**src/fisher_yates_list_shuffle_defines.svh**
```systemverilog
// Assertion macros for the list shuffle block.
// Expect clk and arst_n in the scope of each use.
`ifndef FISHER_YATES_LIST_SHUFFLE_DEFINES_SVH
`define FISHER_YATES_LIST_SHUFFLE_DEFINES_SVH

// same-cycle implication
`define FYS_ASSERT_NOW(label, ante, cons, msg) \
	label: assert property (@(posedge clk) disable iff (!arst_n) (ante) |-> (cons)) \
		else $error(msg);

// next-cycle implication
`define FYS_ASSERT_NEXT(label, ante, cons, msg) \
	label: assert property (@(posedge clk) disable iff (!arst_n) (ante) |=> (cons)) \
		else $error(msg);

`endif

```
**src/fys_pkg.sv**
```systemverilog
// Shared types and constants for the list shuffle block.
// No dependencies.
package fys_pkg;

	localparam int VALUE_W = 32;
	localparam int DRAW_W  = 31;

	typedef enum logic [3:0] {
		ST_IDLE,
		ST_RD_DRAW,
		ST_DIV_START,
		ST_DIV_WAIT,
		ST_PICK,
		ST_PICK_CAP,
		ST_SH_RD,
		ST_SH_WR,
		ST_PUT,
		ST_OUT_RD,
		ST_OUT_EMIT
	} fys_state_t;

endpackage

```
**src/fys_mod.sv**
```systemverilog
// Bit-serial remainder unit: one restoring step per cycle over the draw.
// Depends on fys_pkg.
module fys_mod #(
	parameter int DIVW = 7
) (
	input  logic                     clk,
	input  logic                     arst_n,
	input  logic                     start,
	input  logic [fys_pkg::DRAW_W-1:0] dividend,
	input  logic [DIVW-1:0]          divisor,
	output logic                     done,
	output logic [DIVW-1:0]          remainder
);

	localparam int CNTW = $clog2(fys_pkg::DRAW_W);

	logic                        busy_q;
	logic                        done_q;
	logic [CNTW-1:0]             cnt_q;
	logic [fys_pkg::DRAW_W-1:0]  dvd_q;
	logic [DIVW-1:0]             dsr_q;
	logic [DIVW-1:0]             rem_q;
	logic [DIVW:0]               trial;
	logic [DIVW:0]               diff;

	assign trial = {rem_q, dvd_q[fys_pkg::DRAW_W-1]};
	assign diff  = trial - {1'b0, dsr_q};

	always_ff @(posedge clk or negedge arst_n) begin
		if (!arst_n) begin
			busy_q <= 1'b0;
			done_q <= 1'b0;
			cnt_q  <= '0;
		end else begin
			done_q <= 1'b0;
			if (start) begin
				busy_q <= 1'b1;
				cnt_q  <= CNTW'(fys_pkg::DRAW_W - 1);
			end else if (busy_q) begin
				cnt_q <= cnt_q - 1'b1;
				if (cnt_q == '0) begin
					busy_q <= 1'b0;
					done_q <= 1'b1;
				end
			end
		end
	end

	always_ff @(posedge clk) begin
		if (start) begin
			dvd_q <= dividend;
			dsr_q <= divisor;
			rem_q <= '0;
		end else if (busy_q) begin
			dvd_q <= {dvd_q[fys_pkg::DRAW_W-2:0], 1'b0};
			if (trial >= {1'b0, dsr_q})
				rem_q <= diff[DIVW-1:0];
			else
				rem_q <= trial[DIVW-1:0];
		end
	end

	assign done      = done_q;
	assign remainder = rem_q;

endmodule

```
**src/fisher_yates_list_shuffle.sv**
```systemverilog
// Top level of the list shuffle block: load, in-place shuffle, read-out.
// Depends on fys_pkg, fys_mod and fisher_yates_list_shuffle_defines.svh.
//
//  channel   signals                                   transfer
//  input     start, busy, item_value, random_draw,     start high and busy low
//            is_last
//  result    result_valid, out_value, out_last         result_valid high, one cycle
//
// Loading accepts one item per cycle. The last item (or the one that fills the store)
// starts n shuffle steps; each step runs its draw through the bit-serial remainder unit,
// then shifts the later items down through the value memory, one read and one write each.
// Read-out then gives the results in stored order; busy stays high until the final one.
// Reset clears the sequencer, the item count and the remainder unit's control only. Results cannot be stalled.
`include "fisher_yates_list_shuffle_defines.svh"

module fisher_yates_list_shuffle #(
	parameter int MAX_ITEMS = 64
) (
	input  logic                              clk,
	input  logic                              arst_n,
	input  logic                              start,
	output logic                              busy,
	input  logic signed [fys_pkg::VALUE_W-1:0] item_value,
	input  logic [fys_pkg::DRAW_W-1:0]        random_draw,
	input  logic                              is_last,
	output logic                              result_valid,
	output logic signed [fys_pkg::VALUE_W-1:0] out_value,
	output logic                              out_last
);

	localparam int CW = $clog2(MAX_ITEMS + 1);
	localparam int AW = $clog2(MAX_ITEMS);

	logic [fys_pkg::VALUE_W-1:0] value_mem [MAX_ITEMS];
	logic [fys_pkg::DRAW_W-1:0]  draw_mem  [MAX_ITEMS];

	fys_pkg::fys_state_t state_q, state_d;

	logic [CW-1:0]               cnt_q;
	logic [CW-1:0]               n_q;
	logic [AW-1:0]               t_q;
	logic [AW-1:0]               i_q;
	logic [AW-1:0]               o_q;
	logic [fys_pkg::VALUE_W-1:0] picked_q;
	logic [fys_pkg::VALUE_W-1:0] val_rd_q;
	logic [fys_pkg::DRAW_W-1:0]  draw_rd_q;

	logic                        val_we;
	logic [AW-1:0]               val_wa;
	logic [fys_pkg::VALUE_W-1:0] val_wd;
	logic [AW-1:0]               val_ra;
	logic                        accept;
	logic                        end_load;
	logic                        mod_start;
	logic                        mod_done;
	logic [CW-1:0]               mod_rem;
	logic [CW-1:0]               left;

	assign accept   = start && !busy;
	assign end_load = is_last || (cnt_q + 1'b1 == CW'(MAX_ITEMS));
	assign left     = n_q - CW'(t_q);

	fys_mod #(
		.DIVW(CW)
	) u_mod (
		.clk      (clk),
		.arst_n   (arst_n),
		.start    (mod_start),
		.dividend (draw_rd_q),
		.divisor  (left),
		.done     (mod_done),
		.remainder(mod_rem)
	);

	always_ff @(posedge clk or negedge arst_n) begin
		if (!arst_n)
			state_q <= fys_pkg::ST_IDLE;
		else
			state_q <= state_d;
	end

	always_comb begin
		state_d   = state_q;
		val_we    = 1'b0;
		val_wa    = i_q;
		val_wd    = val_rd_q;
		val_ra    = i_q;
		mod_start = 1'b0;
		case (state_q)
			fys_pkg::ST_IDLE: begin
				val_wa = cnt_q[AW-1:0];
				val_wd = item_value;
				if (accept) begin
					val_we = 1'b1;
					if (end_load)
						state_d = fys_pkg::ST_RD_DRAW;
				end
			end
			fys_pkg::ST_RD_DRAW:   state_d = fys_pkg::ST_DIV_START;
			fys_pkg::ST_DIV_START: begin
				mod_start = 1'b1;
				state_d   = fys_pkg::ST_DIV_WAIT;
			end
			fys_pkg::ST_DIV_WAIT: begin
				if (mod_done)
					state_d = fys_pkg::ST_PICK;
			end
			fys_pkg::ST_PICK:      state_d = fys_pkg::ST_PICK_CAP;
			fys_pkg::ST_PICK_CAP: begin
				if (CW'(i_q) + 1'b1 < n_q)
					state_d = fys_pkg::ST_SH_RD;
				else
					state_d = fys_pkg::ST_PUT;
			end
			fys_pkg::ST_SH_RD: begin
				val_ra  = i_q + 1'b1;
				state_d = fys_pkg::ST_SH_WR;
			end
			fys_pkg::ST_SH_WR: begin
				val_we = 1'b1;
				if (CW'(i_q) + 2'd2 < n_q)
					state_d = fys_pkg::ST_SH_RD;
				else
					state_d = fys_pkg::ST_PUT;
			end
			fys_pkg::ST_PUT: begin
				val_we = 1'b1;
				val_wa = AW'(n_q - 1'b1);
				val_wd = picked_q;
				if (CW'(t_q) + 1'b1 == n_q)
					state_d = fys_pkg::ST_OUT_RD;
				else
					state_d = fys_pkg::ST_RD_DRAW;
			end
			fys_pkg::ST_OUT_RD: begin
				val_ra  = o_q;
				state_d = fys_pkg::ST_OUT_EMIT;
			end
			fys_pkg::ST_OUT_EMIT: begin
				if (CW'(o_q) + 1'b1 == n_q)
					state_d = fys_pkg::ST_IDLE;
				else
					state_d = fys_pkg::ST_OUT_RD;
			end
			default: state_d = fys_pkg::ST_IDLE;
		endcase
	end

	always_ff @(posedge clk or negedge arst_n) begin
		if (!arst_n) begin
			cnt_q <= '0;
		end else if (state_q == fys_pkg::ST_IDLE && accept) begin
			cnt_q <= end_load ? '0 : cnt_q + 1'b1;
		end
	end

	always_ff @(posedge clk) begin
		case (state_q)
			fys_pkg::ST_IDLE: begin
				if (accept) begin
					n_q <= cnt_q + 1'b1;
					t_q <= '0;
				end
			end
			fys_pkg::ST_DIV_WAIT: begin
				if (mod_done)
					i_q <= mod_rem[AW-1:0];
			end
			fys_pkg::ST_PICK_CAP: picked_q <= val_rd_q;
			fys_pkg::ST_SH_WR:    i_q <= i_q + 1'b1;
			fys_pkg::ST_PUT: begin
				t_q <= t_q + 1'b1;
				o_q <= '0;
			end
			fys_pkg::ST_OUT_EMIT: o_q <= o_q + 1'b1;
			default: ;
		endcase
	end

	always_ff @(posedge clk) begin
		if (val_we)
			value_mem[val_wa] <= val_wd;
		val_rd_q <= value_mem[val_ra];
	end

	always_ff @(posedge clk) begin
		if (accept)
			draw_mem[cnt_q[AW-1:0]] <= random_draw;
		draw_rd_q <= draw_mem[t_q];
	end

	assign busy         = (state_q != fys_pkg::ST_IDLE);
	assign result_valid = (state_q == fys_pkg::ST_OUT_EMIT);
	assign out_value    = val_rd_q;
	assign out_last     = result_valid && (CW'(o_q) + 1'b1 == n_q);

	`FYS_ASSERT_NOW(a_result_while_busy, result_valid, busy, "result outside busy window")
	`FYS_ASSERT_NEXT(a_last_releases, result_valid && out_last, !busy, "busy held after final result")
	`FYS_ASSERT_NOW(a_step_in_range, state_q == fys_pkg::ST_PUT, CW'(t_q) < n_q, "shuffle step beyond count")
	`FYS_ASSERT_NOW(a_shift_in_range, state_q == fys_pkg::ST_SH_WR, CW'(i_q) + 1'b1 < n_q, "shift beyond count")

endmodule
```
**config.mk**
```make
export PLATFORM = sky130hd
export DESIGN_NAME = fisher_yates_list_shuffle
export DESIGN_NICKNAME = d
export VERILOG_FILES = /design/src/fys_pkg.sv /design/src/fys_mod.sv /design/src/fisher_yates_list_shuffle.sv
export VERILOG_INCLUDE_DIRS = /design/src /design/src/src
export SDC_FILE = /design/constraint.sdc
export NUM_CORES = 2
export LEC_CHECK = 0
export BUFFER_PORTS_ARGS = -buffer_cell sky130_fd_sc_hd__buf_2
export CAP_MARGIN = 20
export CORE_UTILIZATION = 50
export CTS_CLUSTER_DIAMETER = 80
export CTS_CLUSTER_SIZE = 20
export DETAILED_ROUTE_END_ITERATION = 8
export GPL_ROUTABILITY_DRIVEN = 0
export MAX_ROUTING_LAYER = met4
export PLACE_DENSITY = 0.73
export REMOVE_ABC_BUFFERS = 1
export SKIP_LAST_GASP = 1
export SYNTH_ARGS = -nofsm -noshare
export SYNTH_HDL_FRONTEND = slang
export SYNTH_HIERARCHICAL = 1
export SYNTH_SLANG_ARGS = --single-unit
```
**constraint.sdc**
```tcl
create_clock -name clk -period 8.4 [get_ports clk]
set_input_delay 0.42 -clock clk [delete_from_list [all_inputs] [get_ports clk]]
set_output_delay 0.42 -clock clk [all_outputs]
set_load 0.01 [all_outputs]
```
==> results.py <==
metrics = {
    "route": {
        "wirelength_um": 411000,
        "post_drt_wl_per_cell_um": 29.6,
        "dr_total_vias": 90200,
        "ant_nets": 0,
        "dr.pass1.iters": 8,
        "post-route-drc-count": 0,
        "drt-initial-drc-count": 14200,
        "viasPerCell": 6.49,
    },
    "global_route": {
        "gr-total-overflow": 0,
        "track_usage_pct": 25.1,
        "grt_max_degree": 187,
        "grt_pass1_wl_um": 594000,
        "grt_pass1_vias": 87200,
        "antenna_found_initial": 20,
    },
    "synth": {
        "synth_area_leader_cell": "edfxtp_1",
        "synth_flop_cell": "edfxtp_1",
        "yosysSeqAreaShare_pct": 76.6,
        "synth_area_leaders": "edfxtp_1 (75%), mux4_2 (9.1%), nand2_1 (3.5%)",
        "synth-edff-count": 4127,
        "syn-cell-area_um2": 164000,
        "yosysTopAreaCellShare_pct": 75.4,
        "synth_cell_type_count": 92,
        "syn_avg_cell_area_um2": 17.5,
        "synth-async-reset-ratio_pct": 0.427,
        "postSynthRegisterBits": 4215,
        "synthTopCellsByCount": "edfxtp_1 (4127), nand2_1 (1521), mux4_2 (663)",
        "postSynthCellCount": 9374,
        "ys_warn_count": 6,
        "synth_most_common_cell": "edfxtp_1",
    },
    "timing": {
        "fmax_ghz": 0.171,
        "min_period_ns": 5.84,
        "slew_headroom_pct": 13.9,
        "fin_crit_sh_pct": 69.6,
        "finClkSkew_ns": 0.0812,
        "layout_setup_ws_ns": 2.56,
        "rsz0062_at_grt": "false",
        "finalSetupViolCount": 0,
        "tightest_slew_ns": 1.29,
        "hold_viol_final": 0,
        "maxSlewViolCount": 0,
    },
    "cts": {
        "path_clk_slew_ns": 0.09,
        "h-tree-depth": 4,
        "clockRootBuffer": "clkbuf_16",
        "clockBufferDepth": 4,
        "clock_sinks": 4215,
        "clk-insertion-delay-late_ns": 0.94,
        "hold_buffers": 3,
        "tritoncts.num_buffers": 235,
        "cts_setup_buffers": 0,
        "post_cts_resized": 0,
        "cts_tree": "done",
    },
    "cells_and_area": {
        "syn2layout_area_growth_pct": 8.67,
        "instances_no_fill": 13900,
        "drive_above_1_share_pct": 15.8,
        "fin_util_pct": 54.6,
        "nets": 9511,
        "finalInstanceArea_um2": 179000,
    },
    "placed_design": {
        "portBuffers": 101,
        "placed_area_um2": 171000,
        "dpl.cell_count": 13500,
        "dp_slack_ns": 2.85,
        "dp_hpwl_um": 217000,
    },
    "outcome": {
        "status": "finished clean",
    },
    "worst_setup_path": {
        "required_ns": 9.24,
        "worstSetupEndpointType": "flip-flop",
        "critPathKind": "flip-flop to flip-flop",
        "startpoint": "state_q[1]",
        "arrival_ns": 6.68,
        "r2r-start": "state_q[1]",
        "cp_max_fo": 56,
        "cp-start-kind": "flip-flop",
    },
    "power": {
        "power.share.clock_pct": 25.0,
        "comb_power_share_pct": 19.8,
        "sw_frac_of_total_pct": 29.1,
        "peakVddDrop_uv": 310,
        "powerDensity_nw_per_um2": 263,
        "p_seq_share_pct": 55.2,
        "p_leak_nw": 56.1,
        "p_int_mw": 33.3,
        "p_switching_mw": 13.7,
    },
    "floorplanning": {
        "dieHeight_um": 575,
        "die_x_um": 575,
        "fp.coreArea_um2": 327000,
        "num_rows": 210,
        "ios": 102,
        "die-area_um2": 331000,
        "initial_core_util_pct": 50.2,
    },
    "job": {
        "maxCapViolCount": 0,
    },
    "worst_hold_path": {
        "worstHoldPathType": "input pin to async pin",
    },
}
critical path, stage by stage, from the launching register on:
cell,delay (ns)
dfrtp_1,0.85
nand4bb_1,0.50
nand3_4,0.56
buf_4,0.53
and2_4,0.86
buf_4,0.66
nor2_2,0.39
a221oi_1,0.49
nand3_1,0.13
a31oi_1,0.46
o211a_1,0.21
flip-flops by register name, summed over array words and instances, names as in the netlist, 6 cells and up:
name	cells
t_q	6
cnt_q	7
u_mod/remainder	7
o_q	6
picked_q	32
draw_mem	1984
u_mod/dvd_q	31
u_mod/dsr_q	7
out_value	32
value_mem	2048
n_q	7
i_q	6
draw_rd_q	31
stage by stage:
step                setup TNS [ns]  power [mW]  hold WS, ns
floorplan                 -1823.44        33.1        0.124
global placement                 0        35.1        0.390
detailed placement               0        35.5        0.413
CTS                              0        46.9      0.00451
global route                     0        48.4       0.0537
finish                           0        47.0       0.0541
routing by layer:
layer | part of all wire, % | GRT usage (%) | wire (um) | vias to the layer above
met4 | 3.6 | 8.29 | 14700 | 0
met1 | 38 | 35.1 | 158000 | 46300
met2 | 46 | 38.0 | 191000 | 5893
met5 | 0 | - | 0 | -
met3 | 12 | 4.18 | 48100 | 799
li1 | - | - | - | 37200
power groups by stage:
stage	clock network [mW]	logic, mW	registers [mW]
2_1_floorplan	0	6.65	26.4
6_report	11.8	9.29	25.9
4_1_cts	11.9	9.08	25.9
3_3_place_gp	0	8.73	26.4
5_1_grt	12.6	9.85	26.0
3_5_place_dp	0	9.04	26.4
cell usage in the layout, fill, tap and decap left out, drive strengths merged, types with 6 or more instances in the layout:
cell type / count
nand4: 19
dlygate4sd3: 31
o21a: 27
and2: 6
diode: 12
o2111ai: 19
a21oi: 33
mux4: 663
ha: 33
xor2: 11
nand2: 1522
xnor2: 36
buf: 379
a222oi: 32
mux2i: 48
dfxtp: 70
or3: 7
nand3b: 6
nor2: 176
nor2b: 16
o21ai: 23
a21o: 6
o22ai: 57
a221oi: 13
clkbuf: 356
inv: 68
nor3b: 10
nor4: 34
a311oi: 189
nand3: 659
clkinv: 21
o211a: 14
edfxtp: 4127
and3: 237
a211oi: 250
nand2b: 11
nor3: 53
a31oi: 167
mux2: 38
dfrtp: 18
final timing paths:
| check | slack, ns | cells after the start | end |
|---|---|---|---|
| min in group clk | 0.26 | 1 | draw_mem[37][16] |
| worst min register to register | 0.52 | 1 | u_mod/dvd_q[28] |
| worst max-delay path | 2.56 | 10 | out_value[28] |
| max in group asynchronous | 7.96 | 2 | state_q[3] |
| worst min-delay path | 0.05 | 2 | u_mod/cnt_q[3] |
| worst max register to register | 2.56 | 10 | out_value[28] |
final cells by class:
type / instances / area (um2)
repair buffers: 410 / 3620
inverters: 71 / 274
diodes: 12 / 30.0
multi-input cells: 4476 / 36800
clock buffers: 356 / 6330
clock inverters: 20 / 317
fillers: 24400 / 149000
well taps: 4346 / 5440
flip-flops and latches: 4215 / 126000
logic make-up (layout without fill, tap and decap cells):
kind of cell / Yosys count / in the layout / share of synthesized area, %
DFF: 4215 / 4215 / 76.6
muxes: 749 / 749 / 9.64
buffers and inverters: 683 / 857 / 1.76
AOI/OAI and AO/OA: 870 / 870 / 4.00
adders and majority gates: 35 / 35 / 0.276
other: 0 / 12 / 0
xor gates and xnor gates: 48 / 48 / 0.264
and+or+nand+nor: 2774 / 2774 / 7.51
Note: power is estimated with default switching activity, not from simulation.
